[src/hdl/assert_macros.svh]
// assertion helpers shared by the rtl
`ifndef ASSERT_MACROS_SVH
`define ASSERT_MACROS_SVH

// same-cycle implication, off while reset is held
`define ASSERT_SAME(label, clk, rst_n, ante, cons) \
  label: assert property (@(posedge clk) disable iff (!rst_n) (ante) |-> (cons)) \
    else $error("assertion failed");

// next-cycle implication, off while reset is held
`define ASSERT_NEXT(label, clk, rst_n, ante, cons) \
  label: assert property (@(posedge clk) disable iff (!rst_n) (ante) |=> (cons)) \
    else $error("assertion failed");

`endif

[src/hdl/ism_pkg.sv]
package ism_pkg;

  localparam int FracW  = 17;
  localparam int TolW   = 16;
  localparam int AlphaW = 19;
  localparam int NormW  = 18;
  localparam int DirW   = 5;
  localparam int DistW  = 20;
  localparam int CfgIdxW = 2;

  localparam logic [FracW-1:0] ONE_Q16 = 17'h10000;

  localparam logic [CfgIdxW-1:0] REG_SURFACE_LEVEL = 2'd0;
  localparam logic [CfgIdxW-1:0] REG_TOLERANCE     = 2'd1;

  localparam logic [FracW-1:0] SURFACE_LEVEL_RST = 17'd32768;
  localparam logic [TolW-1:0]  TOLERANCE_RST     = 16'd1;

  typedef enum logic [1:0] {
    SIDE_ON     = 2'd0,
    SIDE_LIQUID = 2'd1,
    SIDE_GAS    = 2'd2
  } side_t;

  localparam logic [1:0] MARK_GAS   = 2'd0;
  localparam logic [1:0] MARK_UNDEC = 2'd1;
  localparam logic [1:0] MARK_LIQ   = 2'd2;

  typedef struct packed {
    side_t             side;
    logic [DistW-1:0]  reach;
    logic              crossed;
  } pt_res_t;

endpackage

[src/hdl/interface_side_marker_unit.sv]
// interface side marker
// input channel: in_valid / in_stall, one cell point per transfer; points
//   come in pairs, in_is_second low for the first point of a pair (stored,
//   no result) and high for the second point (one result)
// result channel: out_valid / out_stall carrying out_marker_halves
//   (0 gas, 1 undecided, 2 liquid)
// config channel: cfg_valid / cfg_ready with cfg_index and cfg_data;
//   index 0 surface level, index 1 tolerance, other indexes ignored;
//   cfg_ready is always high
// result path: a second point passes the input register, which loads at the
//   transfer, and then the result register, which loads when it is free
// throughput: one point per cycle when not stalled; point evaluation and
//   pair decision sit in one combinational pass between the two registers
// reset: stored point cleared (on interface, distance 0, not crossed,
//   fraction 0), registers back to surface level 0.5 and tolerance 1 lsb
// stall: a held result keeps its value; in_stall rises only when the input
//   register holds a second point that cannot move into the result register
module interface_side_marker_unit
  import ism_pkg::*;
(
  input  logic                     clk,
  input  logic                     rst_n,
  input  logic                     in_valid,
  output logic                     in_stall,
  input  logic                     in_is_second,
  input  logic [FracW-1:0]         in_call_fraction,
  input  logic [FracW-1:0]         in_cell_fraction,
  input  logic signed [AlphaW-1:0] in_plane_constant,
  input  logic                     in_plane_valid,
  input  logic signed [NormW-1:0]  in_normal_x,
  input  logic signed [NormW-1:0]  in_normal_y,
  input  logic signed [NormW-1:0]  in_normal_z,
  input  logic [DirW-1:0]          in_direction,
  output logic                     out_valid,
  input  logic                     out_stall,
  output logic [1:0]               out_marker_halves,
  input  logic                     cfg_valid,
  output logic                     cfg_ready,
  input  logic [CfgIdxW-1:0]       cfg_index,
  input  logic [FracW-1:0]         cfg_data
);

`include "assert_macros.svh"

  logic [FracW-1:0] surface_level_r;
  logic [TolW-1:0]  tolerance_r;

  logic                     s1_valid_r;
  logic                     s1_second_r;
  logic [FracW-1:0]         s1_call_r;
  logic [FracW-1:0]         s1_cell_r;
  logic signed [AlphaW-1:0] s1_alpha_r;
  logic                     s1_pvalid_r;
  logic signed [NormW-1:0]  s1_nx_r;
  logic signed [NormW-1:0]  s1_ny_r;
  logic signed [NormW-1:0]  s1_nz_r;
  logic [DirW-1:0]          s1_dir_r;

  side_t            fst_side_r;
  logic [DistW-1:0] fst_dist_r;
  logic             fst_crossed_r;
  logic [FracW-1:0] fst_fraction_r;

  logic       out_valid_r;
  logic [1:0] out_marker_r;

  logic       in_take;
  logic       s1_adv;
  logic       res_load;
  pt_res_t    pt;
  logic [FracW-1:0] hi;
  logic [1:0] marker_nxt;

  assign cfg_ready = 1'b1;

  always_ff @(posedge clk) begin
    if (!rst_n) begin
      surface_level_r <= SURFACE_LEVEL_RST;
      tolerance_r     <= TOLERANCE_RST;
    end else if (cfg_valid && cfg_ready) begin
      case (cfg_index)
        REG_SURFACE_LEVEL: surface_level_r <= cfg_data;
        REG_TOLERANCE:     tolerance_r     <= cfg_data[TolW-1:0];
        default: ;
      endcase
    end
  end

  // a first point leaves without needing the result register
  assign s1_adv   = s1_valid_r && (!s1_second_r || !out_valid_r || !out_stall);
  assign in_stall = s1_valid_r && !s1_adv;
  assign in_take  = in_valid && !in_stall;
  assign res_load = s1_adv && s1_second_r;

  always_ff @(posedge clk) begin
    if (!rst_n) begin
      s1_valid_r <= 1'b0;
    end else if (in_take) begin
      s1_valid_r <= 1'b1;
    end else if (s1_adv) begin
      s1_valid_r <= 1'b0;
    end
  end

  always_ff @(posedge clk) begin
    if (in_take) begin
      s1_second_r <= in_is_second;
      s1_call_r   <= in_call_fraction;
      s1_cell_r   <= in_cell_fraction;
      s1_alpha_r  <= in_plane_constant;
      s1_pvalid_r <= in_plane_valid;
      s1_nx_r     <= in_normal_x;
      s1_ny_r     <= in_normal_y;
      s1_nz_r     <= in_normal_z;
      s1_dir_r    <= in_direction;
    end
  end

  ism_point_eval u_eval (
    .cell_fraction  (s1_cell_r),
    .plane_constant (s1_alpha_r),
    .plane_valid    (s1_pvalid_r),
    .normal_x       (s1_nx_r),
    .normal_y       (s1_ny_r),
    .normal_z       (s1_nz_r),
    .direction      (s1_dir_r),
    .surface_level  (surface_level_r),
    .tolerance      (tolerance_r),
    .res            (pt)
  );

  assign hi = ONE_Q16 - {1'b0, tolerance_r};

  always_comb begin
    if (((fst_fraction_r < {1'b0, tolerance_r}) && (s1_call_r > hi)) ||
        ((fst_fraction_r > hi) && (s1_call_r < {1'b0, tolerance_r}))) begin
      // empty next to full cell
      marker_nxt = MARK_UNDEC;
    end else if (fst_side_r == pt.side) begin
      case (pt.side)
        SIDE_LIQUID: marker_nxt = MARK_LIQ;
        SIDE_ON:     marker_nxt = MARK_UNDEC;
        default:     marker_nxt = MARK_GAS;
      endcase
    end else if (fst_crossed_r && !pt.crossed) begin
      marker_nxt = (fst_side_r == SIDE_LIQUID) ? MARK_LIQ : MARK_GAS;
    end else if (!fst_crossed_r && pt.crossed) begin
      marker_nxt = (pt.side == SIDE_LIQUID) ? MARK_LIQ : MARK_GAS;
    end else if (!fst_crossed_r && !pt.crossed) begin
      marker_nxt = MARK_UNDEC;
    end else if (fst_dist_r > pt.reach) begin
      marker_nxt = (fst_side_r == SIDE_LIQUID) ? MARK_LIQ : MARK_GAS;
    end else begin
      marker_nxt = (pt.side == SIDE_LIQUID) ? MARK_LIQ : MARK_GAS;
    end
  end

  always_ff @(posedge clk) begin
    if (!rst_n) begin
      fst_side_r     <= SIDE_ON;
      fst_dist_r     <= '0;
      fst_crossed_r  <= 1'b0;
      fst_fraction_r <= '0;
    end else if (s1_adv && !s1_second_r) begin
      fst_side_r     <= pt.side;
      fst_dist_r     <= pt.reach;
      fst_crossed_r  <= pt.crossed;
      fst_fraction_r <= s1_call_r;
    end
  end

  always_ff @(posedge clk) begin
    if (!rst_n) begin
      out_valid_r <= 1'b0;
    end else if (res_load) begin
      out_valid_r <= 1'b1;
    end else if (!out_stall) begin
      out_valid_r <= 1'b0;
    end
  end

  always_ff @(posedge clk) begin
    if (res_load) begin
      out_marker_r <= marker_nxt;
    end
  end

  assign out_valid         = out_valid_r;
  assign out_marker_halves = out_marker_r;

  `ASSERT_SAME(a_marker_code, clk, rst_n, out_valid_r, out_marker_r != 2'd3)
  `ASSERT_SAME(a_stall_needs_item, clk, rst_n, in_stall, s1_valid_r && s1_second_r)
  `ASSERT_NEXT(a_second_gives_result, clk, rst_n, res_load, out_valid_r)
  `ASSERT_NEXT(a_first_stored, clk, rst_n, s1_adv && !s1_second_r,
               fst_fraction_r == $past(s1_call_r))

endmodule

[src/hdl/ism_point_eval.sv]
module ism_point_eval
  import ism_pkg::*;
(
  input  logic [FracW-1:0]         cell_fraction,
  input  logic signed [AlphaW-1:0] plane_constant,
  input  logic                     plane_valid,
  input  logic signed [NormW-1:0]  normal_x,
  input  logic signed [NormW-1:0]  normal_y,
  input  logic signed [NormW-1:0]  normal_z,
  input  logic [DirW-1:0]          direction,
  input  logic [FracW-1:0]         surface_level,
  input  logic [TolW-1:0]          tolerance,
  output pt_res_t                  res
);

  // d is carried in units of 2^-17: e = 2*alpha - sum(|n| * m), m in {0,1,2}
  localparam int EW = 23;

  logic [DirW-1:0]       dir_c;
  logic [DirW-1:0]       rem9;
  logic [1:0]            dg [3];
  logic [1:0]            mm [3];
  logic [NormW-1:0]      nabs [3];
  logic [NormW:0]        term [3];
  logic signed [NormW-1:0] nn [3];
  logic [1:0]            cnt;
  logic signed [EW-1:0]  e;
  logic signed [EW-1:0]  tol2;
  logic [EW-1:0]         e_abs;
  side_t                 side;

  assign nn[0] = normal_x;
  assign nn[1] = normal_y;
  assign nn[2] = normal_z;

  always_comb begin
    dir_c = (direction > 5'd26) ? 5'd13 : direction;
    if (dir_c >= 5'd18) begin
      dg[2] = 2'd2;
      rem9  = dir_c - 5'd18;
    end else if (dir_c >= 5'd9) begin
      dg[2] = 2'd1;
      rem9  = dir_c - 5'd9;
    end else begin
      dg[2] = 2'd0;
      rem9  = dir_c;
    end
    if (rem9 >= 5'd6) begin
      dg[1] = 2'd2;
      dg[0] = 2'(rem9 - 5'd6);
    end else if (rem9 >= 5'd3) begin
      dg[1] = 2'd1;
      dg[0] = 2'(rem9 - 5'd3);
    end else begin
      dg[1] = 2'd0;
      dg[0] = 2'(rem9);
    end
  end

  assign cnt = 2'(dg[0] != 2'd1) + 2'(dg[1] != 2'd1) + 2'(dg[2] != 2'd1);

  always_comb begin
    for (int a = 0; a < 3; a++) begin
      mm[a] = (cnt >= 2'd2) ? dg[a] : 2'd1;
      // mirror position when the normal component points up
      if (!nn[a][NormW-1] && (nn[a] != '0)) mm[a] = 2'd2 - mm[a];
      nabs[a] = nn[a][NormW-1] ? NormW'(-nn[a]) : NormW'(nn[a]);
      case (mm[a])
        2'd0:    term[a] = '0;
        2'd1:    term[a] = {1'b0, nabs[a]};
        2'd2:    term[a] = {nabs[a], 1'b0};
        default: term[a] = '0;
      endcase
    end
  end

  assign e = {{(EW-AlphaW-1){plane_constant[AlphaW-1]}}, plane_constant, 1'b0}
             - {{(EW-NormW-1){1'b0}}, term[0]}
             - {{(EW-NormW-1){1'b0}}, term[1]}
             - {{(EW-NormW-1){1'b0}}, term[2]};
  assign tol2 = {{(EW-TolW-1){1'b0}}, tolerance, 1'b0};
  assign e_abs = e[EW-1] ? EW'(-e) : EW'(e);

  always_comb begin
    if (!plane_valid) begin
      side        = (cell_fraction > surface_level) ? SIDE_LIQUID : SIDE_GAS;
      res.reach   = '0;
      res.crossed = 1'b0;
    end else begin
      if (e > tol2)       side = SIDE_LIQUID;
      else if (e < -tol2) side = SIDE_GAS;
      else                side = SIDE_ON;
      res.reach   = (side == SIDE_ON) ? '0 : e_abs[DistW:1];
      res.crossed = ((cell_fraction >= surface_level) && (side == SIDE_GAS)) ||
                    ((cell_fraction <= surface_level) && (side == SIDE_LIQUID));
    end
    res.side = side;
  end

endmodule
[config.mk]
export PLATFORM = sky130hd
export DESIGN_NAME = interface_side_marker_unit
export DESIGN_NICKNAME = d
export VERILOG_FILES = /design/src/hdl/ism_pkg.sv /design/src/hdl/interface_side_marker_unit.sv /design/src/hdl/ism_point_eval.sv
export VERILOG_INCLUDE_DIRS = /design/src /design/src/hdl
export SDC_FILE = /design/constraint.sdc
export NUM_CORES = 1
export LEC_CHECK = 0
export ABC_AREA = 1
export BUFFER_PORTS_ARGS = -buffer_cell sky130_fd_sc_hd__buf_2
export CORE_MARGIN = 5
export CORE_UTILIZATION = 50
export DETAILED_ROUTE_END_ITERATION = 12
export PLACE_DENSITY = 0.72
export SLEW_MARGIN = 15
export SYNTH_ARGS = -nofsm -noshare
export SYNTH_HDL_FRONTEND = slang
export SYNTH_SLANG_ARGS = --single-unit
export TNS_END_PERCENT = 30
[constraint.sdc]
create_clock -name clk -period 10.5 [get_ports clk]
set_clock_uncertainty 0.2 [all_clocks]
set_input_delay 2.1 -clock clk [delete_from_list [all_inputs] [get_ports clk]]
set_output_delay 2.1 -clock clk [all_outputs]
set_load 0.03 [all_outputs]
# Word level (Yosys, flattened, before mapping)
# Cells that the tools add are included.
[word_totals] rom_bits=0 ram_bits=0 regBits=191 input_bits=138 elab_cells=145 latch_bits=0 out_inout_bits=5 mem_count=0
[op_classes] shift=0 div_mod_pow=0 bitwise_logic=0 multipliers=0 mux=39 n_reduce_logical=38 n_lt_le_gt_ge=16 add_sub_neg=18 n_eq_ne=16
[ops] operator="$pmux W19 S2" count=3
[ops] operator="$mux W18" count=3
[ops] operator="$neg A18 Y18" count=3
[ops] operator="$reduce_bool A18 Y1" count=3
[ops] operator="$gt A17 B17 Y1" count=3
[ops] operator="$sub A23 B19 Y23" count=2
[ops] operator="$mux W21" count=2
[ops] operator="$mux W2" count=19
[ops] operator="$lt A17 B16 Y1" count=2
[ops] operator="$gt A23 B18 Y1" count=1
[ops] operator="$lt A23 B23 Y1" count=1
[ops] operator="$neg A17 Y23" count=1
[ops] operator="$neg A21 Y21" count=1
[ops] operator="$sub A20 B20 Y21" count=1
[ops] operator="$gt A20 B20 Y1" count=1
[ops] operator="$mux W20" count=1
[ops] operator="$ge A17 B17 Y1" count=1
[ops] operator="$le A17 B17 Y1" count=1
[ops] operator="$sub A17 B16 Y17 const A" count=1
[ops] operator="$logic_and A1 B1 Y1" count=15
[ops] operator="$mux W5" count=3
[ops] operator="$eq A2 B1 Y1 const B" count=7
[ops] operator="$logic_not A1 Y1" count=10
[ops] operator="$eq A2 B2 Y1 const B" count=4
[ops] operator="other kinds (21)" count=38

# Logic depth before layout (Yosys ltp)
[depth] word_depth=34 ltp_mapped=88 mapped_depth_nobuf=86

# By module
# From an unflattened synthesis, not the netlist that was laid out.
[unflattened] cells_unflattened=2168 hier_area_um2=16234.3
[modules_own_cells] mod="interface_side_marker_unit" cells_per_inst=819 area_each_um2=8526.9 seq_area_each_um2=4984.8 instances=1
[modules_own_cells] mod="ism_point_eval" cells_per_inst=1349 area_each_um2=7707.4 seq_area_each_um2=0.0 instances=1

# Worst setup path after synthesis
# OpenSTA, ideal clock, no wires.
[synth_timing] path_type="reg2reg" startpoint="register s1_dir_r[2]" endpoint="register out_marker_r[1] (netlist: out_marker_halves[1]) (data pin)" n_path_buf=4 setup_ns=0.259 stages_incl_launch_ff=84 period_less_slack_ns=11.192 arrival_ns=10.734 required_time_ns=10.041 path_slack_ns=-0.692 cell_sequence="edfxtp_1 -> inv_2 -> nand2_2 -> nand2_1 -> a21oi_2 -> nand2_2 -> nand2_1 -> inv_1 -> ha_1 -> nor2_1 -> nor2_2 -> inv_2 -> o21ai_2 -> xor2_2 -> inv_1 -> ha_1 -> or2_1 -> a21oi_2 -> [48 not listed] -> buf_4 -> nand4_2 -> ha_1 -> nand4_1 -> nor4_1 -> a21oi_1 -> o211ai_1 -> nand2_1 -> inv_1 -> nand2_1 -> nand3_1 -> nand2_1 -> inv_1 -> nand4_1 -> nand2_1 -> inv_1 -> nand2_1 -> a21oi_1"
[synth_between] elab_chain_len=34 word_cells_on_any_way=74 cone_classes="add/sub: 13; order compare: 9; eq/ne: 13; mux: 30; reduce/logical: 9"
[synth_lines] item="start: declaration" line="interface_side_marker_unit.sv:57" text="logic [DirW-1:0] s1_dir_r;"
[synth_lines] item="start signal: assignment" line="interface_side_marker_unit.sv:115" text="s1_dir_r <= in_direction;"
[synth_lines] item="$gt A5 B5 Y1" line="ism_point_eval.sv:37" text="dir_c = (direction > 5'd26) ? 5'd13 : direction;"
[synth_lines] item="$mux W5 *" line="ism_point_eval.sv:37"
[synth_lines] item="$sub A5 B4 Y5 or $ge A5 B4 Y1 (tied branches)" line="ism_point_eval.sv:43, ism_point_eval.sv:41"
[synth_lines] item="$mux W5" line="ism_point_eval.sv:41" text="end else if (dir_c >= 5'd9) begin"
[synth_lines] item="$mux W5" line="ism_point_eval.sv:38" text="if (dir_c >= 5'd18) begin"
[synth_lines] item="$ge A5 B2 Y1 or $sub A2 B2 Y2 (tied branches)" line="ism_point_eval.sv:51, ism_point_eval.sv:53"
[synth_lines] item="$mux W4" line="ism_point_eval.sv:51" text="end else if (rem9 >= 5'd3) begin"
[synth_lines] item="$mux W4" line="ism_point_eval.sv:48" text="if (rem9 >= 5'd6) begin"
[synth_lines] item="[6 not listed]"
[synth_lines] item="$mux W2" line="ism_point_eval.sv:66" text="if (!nn[a][NormW-1] && (nn[a] != '0)) mm[a] = 2'd2 - mm[a];"
[synth_lines] item="$eq A2 B2 Y1 or $eq A2 B1 Y1 (tied branches)" line="ism_point_eval.sv:68" text="case (mm[a])"
[synth_lines] item="$pmux W19 S2" line="ism_point_eval.sv:68"
[synth_lines] item="$sub A20 B20 Y21" line="ism_point_eval.sv:78" text="- {{(EW-NormW-1){1'b0}}, term[0]}"
[synth_lines] item="$sub A23 B19 Y23" line="ism_point_eval.sv:79" text="- {{(EW-NormW-1){1'b0}}, term[1]}"
[synth_lines] item="$sub A23 B19 Y23 *" line="ism_point_eval.sv:80" text="- {{(EW-NormW-1){1'b0}}, term[2]};"
[synth_lines] item="branches (longest 13 deep; another with $lt A23 B23 Y1)"
[synth_lines] item="$mux W2 *" line="interface_side_marker_unit.sv:139" text="end else if (fst_side_r == pt.side) begin"
[synth_lines] item="end signal: assignment" line="interface_side_marker_unit.sv:184" text="out_marker_r <= marker_nxt;"
[synth_lines] item="end: declaration" line="interface_side_marker_unit.sv:65" text="logic [1:0] out_marker_r;"
# Every way passes the cells marked *. The select of a mux whose other input is x is not followed.
# A chain may end at the register's enable or synchronous reset.

# Worst setup path in the final report
# Same ends and word-level chain as after synthesis.

==> flow_results.xml <==
<?xml version="1.0" encoding="UTF-8"?>
<metrics>
  <group name="floorplan">
    <metric name="floorplan.die.height" unit="µm">183</metric>
    <metric name="pin_count" unit="">143</metric>
    <metric name="floorplan.initialDensity" unit="%">50.7</metric>
    <metric name="dieArea" unit="µm²">33600</metric>
    <metric name="core_area" unit="µm²">29600</metric>
    <metric name="die_x" unit="µm">183</metric>
    <metric name="placementRows" unit="">63</metric>
  </group>
  <group name="route">
    <metric name="vias" unit="">14400</metric>
    <metric name="viasPerCell" unit="">5.43</metric>
    <metric name="ant_nets" unit="">0</metric>
    <metric name="avgRoutedWirePerCell" unit="µm">16.3</metric>
    <metric name="first_pass_iters" unit="">5</metric>
    <metric name="route.detailed.drc" unit="">0</metric>
    <metric name="violation_count_after_the_first_detailed_route_iteration" unit="">922</metric>
    <metric name="routed_wirelength" unit="µm">43200</metric>
  </group>
  <group name="synth">
    <metric name="synth.cell_area" unit="µm²">15000</metric>
    <metric name="synth.net_count" unit="">2250</metric>
    <metric name="synth-async-reset-ratio" unit="%">0</metric>
    <metric name="yosysTopAreaCell" unit="">edfxtp_1</metric>
    <metric name="yosysSeqAreaShare" unit="%">33.2</metric>
    <metric name="netlist_instances" unit="">1906</metric>
    <metric name="ys.warnings.count" unit="">0</metric>
    <metric name="synth_enable_flop_cells" unit="">116</metric>
    <metric name="synthFlopType" unit="">edfxtp_1</metric>
    <metric name="yosys_register_bits" unit="">191</metric>
    <metric name="netlist_top_cells_area" unit="">edfxtp_1 23%, ha_1 16%, dfxtp_1 10%</metric>
    <metric name="post-synth-top-area-fraction" unit="%">23.2</metric>
    <metric name="syn_avg_cell_area" unit="µm²">7.88</metric>
    <metric name="netlist-cell-type-count" unit="">61</metric>
  </group>
  <group name="setup_path">
    <metric name="crit_top_cell" unit="">nand2_1</metric>
    <metric name="worst_path_max_delay_cell" unit="">fa_1</metric>
    <metric name="critical_path.reg2reg.startpoint" unit="">s1_dir_r[2]</metric>
    <metric name="start_kind" unit="">flop</metric>
    <metric name="worstPathMaxFanout" unit="">5</metric>
    <metric name="crit_path_max_incr_delay" unit="ps">470</metric>
    <metric name="end_kind" unit="">flop</metric>
    <metric name="timing.critical_path.buf_inv" unit="">14</metric>
    <metric name="critical_path.top_delay_family" unit="">simple AND/OR/NAND/NOR gates</metric>
    <metric name="worst_path_arrival" unit="ps">11010</metric>
    <metric name="path_class" unit="">reg -&gt; reg</metric>
    <metric name="worst_setup_path_startpoint" unit="">s1_dir_r[2]</metric>
    <metric name="crit_required" unit="ps">10500</metric>
  </group>
  <group name="placed_design">
    <metric name="place_inst" unit="">2526</metric>
    <metric name="gpl.final_weighted_congestion" unit="">0.976</metric>
    <metric name="portBuffers" unit="">141</metric>
    <metric name="dp_hpwl" unit="µm">31900</metric>
  </group>
  <group name="sta">
    <metric name="maxSlewViolCount" unit="">0</metric>
    <metric name="finalSetupViolations" unit="">4</metric>
    <metric name="finalCriticalPeriod" unit="ps">11010</metric>
    <metric name="grt_setup_unrepaired" unit="">true</metric>
    <metric name="final-hold-violation-count" unit="">0</metric>
    <metric name="finalCritPeriodShare" unit="%">105</metric>
    <metric name="timing_worst_slew_pin_value" unit="ps">1160</metric>
    <metric name="fmax" unit="MHz">90.8</metric>
    <metric name="worst_case_headroom_to_the_max_slew_limit" unit="%">22.8</metric>
    <metric name="postLayoutSetupSlackWorst" unit="ps">-512</metric>
  </group>
  <group name="run_status">
    <metric name="failed_checks" unit="">setup timing</metric>
    <metric name="status" unit="">complete, but fails checks</metric>
  </group>
  <group name="cts">
    <metric name="cts.reportedPaths.clkPinSlew" unit="ps">70</metric>
    <metric name="tritoncts.num_buffers" unit="">17</metric>
    <metric name="cts-root-to-sink-buffers" unit="">2</metric>
    <metric name="htreeDepth" unit="">4</metric>
    <metric name="clock_sinks" unit="">191</metric>
    <metric name="clkLatencyLatePin" unit="ps">460</metric>
    <metric name="cts_root_buf" unit="">clkbuf_16</metric>
    <metric name="cts.hold.buffers_added" unit="">0</metric>
    <metric name="cts_tree" unit="">built</metric>
  </group>
  <group name="min_path">
    <metric name="worst_hold_path_startpoint" unit="">surface_level_r[12]</metric>
    <metric name="worstHoldPathType" unit="">reg -&gt; reg</metric>
  </group>
  <group name="layout">
    <metric name="layout.cells.most_common_list" unit="">365 x nand2_1, 238 x inv_1, 219 x buf_4</metric>
    <metric name="finalNetCount" unit="">2600</metric>
    <metric name="drive_gt1_share" unit="%">26.4</metric>
    <metric name="area_delta_synth_final" unit="%">29.0</metric>
    <metric name="num_antenna_cells" unit="">0</metric>
    <metric name="layout.filler_cells" unit="">2411</metric>
    <metric name="layoutNonFillerInstCount" unit="">2659</metric>
    <metric name="layout.cells.most_common" unit="">nand2_1</metric>
  </group>
  <group name="global_route">
    <metric name="grt.total_usage" unit="%">25.3</metric>
    <metric name="grt_overflow_total" unit="">0</metric>
    <metric name="grt_pass1_wl" unit="µm">69400</metric>
    <metric name="grt_start_max_net_pins" unit="">77</metric>
    <metric name="number_of_antenna_violations_at_the_first_check_in_global_routing" unit="">0</metric>
    <metric name="grt_pass1_vias" unit="">14300</metric>
  </group>
  <group name="flow_run">
    <metric name="maxCapViolations" unit="">0</metric>
  </group>
</metrics>
==> worst min-delay path: stages, from the launching register on <==
cell and delay [ps]:
dfxtp_1 300, inv_1 70, a21oi_1 60
==> through the flow <==
step,setup TNS (ps),hold WS [ps],worst slack [ps],utilization [%],area (µm²)
finish,-1270,275,-512,65.4,19400
global route,-4020,289,-1270,65.4,19400
CTS,-212,275,-118,64.0,19000
floorplan,0,235,2.21,-,15100
global placement,-158,253,-158,57.7,17100
detailed placement,-585,265,-585,57.7,17100
==> area by class of cell <==
class                   count  area [µm²]  share of cell area [%]
clock buffers              17         425                    2.20
well taps                 390         488                    2.52
clock inverters            15         150                   0.775
inverters                 256         968                    5.00
multi-input cells        1418        9850                    50.9
flip-flops and latches    191        4980                    25.7
repair buffers            372        2500                    12.9
==> cells by family (layout without fill, tap and decap cells) <==
kind of cell | count (synthesis) | after routing | share of synthesized area (%)
other | 1 | 1 | 0.0250
AOI/OAI and AO/OA | 356 | 356 | 13.0
and+or+nand+nor | 761 | 761 | 22.4
DFF | 191 | 191 | 33.2
buffers and inverters | 297 | 660 | 7.68
xor gates and xnor gates | 94 | 94 | 5.53
adders and majority gates | 206 | 206 | 18.2
==> synthesized netlist by cell type (7+ instances only) <==
| library cell | count |
|---|---|
| nand2_1 | 394 |
| inv_1 | 246 |
| ha_1 | 186 |
| a21oi_1 | 165 |
| nor2_1 | 151 |
| o21ai_0 | 117 |
| edfxtp_1 | 116 |
| nand3_1 | 80 |
| dfxtp_1 | 75 |
| xor2_1 | 66 |
| nand4_1 | 40 |
| clkbuf_1 | 32 |
| nor3_1 | 30 |
| xnor2_1 | 27 |
| fa_1 | 20 |
| o22ai_1 | 18 |
| nand3_2 | 11 |
| or2_2 | 11 |
| o211ai_1 | 10 |
| nor4_1 | 9 |
| inv_2 | 8 |
| o21bai_1 | 8 |
| nand2_2 | 7 |
==> per-layer routing <==
metal	global-route usage (%)	vias up	share of wire, %
met5	0	-	0
met2	43.4	505	48
met1	31.6	6680	42
met4	11.2	0	4.2
li1	-	7119	-
met3	3.85	131	5.3
==> what timing repair did <==
| action | CTS | global route |
|---|---|---|
| gates resized for setup | 122 | 52 |
| buffers inserted | 80 | 21 |
| setup endpoints to repair | 1 | 5 |
| pin swaps | 99 | 78 |
==> worst paths after layout <==
check / end / depth (start not counted) / slack, ps
setup reg to reg: out_marker_halves[1] / 85 / -510
hold reg to reg: surface_level_r[12] / 2 / 270
setup / recovery: out_marker_halves[1] / 85 / -510
hold / removal: surface_level_r[12] / 2 / 270
==> sequential cells by signal, summed over array words and instances (netlist names) <==
| register | flops |
|---|---|
| out_valid | 1 |
| s1_valid_r | 1 |
| s1_dir_r | 5 |
| fst_fraction_r | 17 |
| s1_alpha_r | 19 |
| s1_cell_r | 17 |
| fst_side_r | 2 |
| s1_ny_r | 18 |
| fst_crossed_r | 1 |
| out_marker_halves | 2 |
| tolerance_r | 16 |
| s1_second_r | 1 |
| s1_nz_r | 18 |
| s1_nx_r | 18 |
| s1_call_r | 17 |
| fst_dist_r | 20 |
| surface_level_r | 17 |
| s1_pvalid_r | 1 |
Power is not shown: default switching activity piles up to over one toggle a cycle in this logic, so the estimate is an artifact.
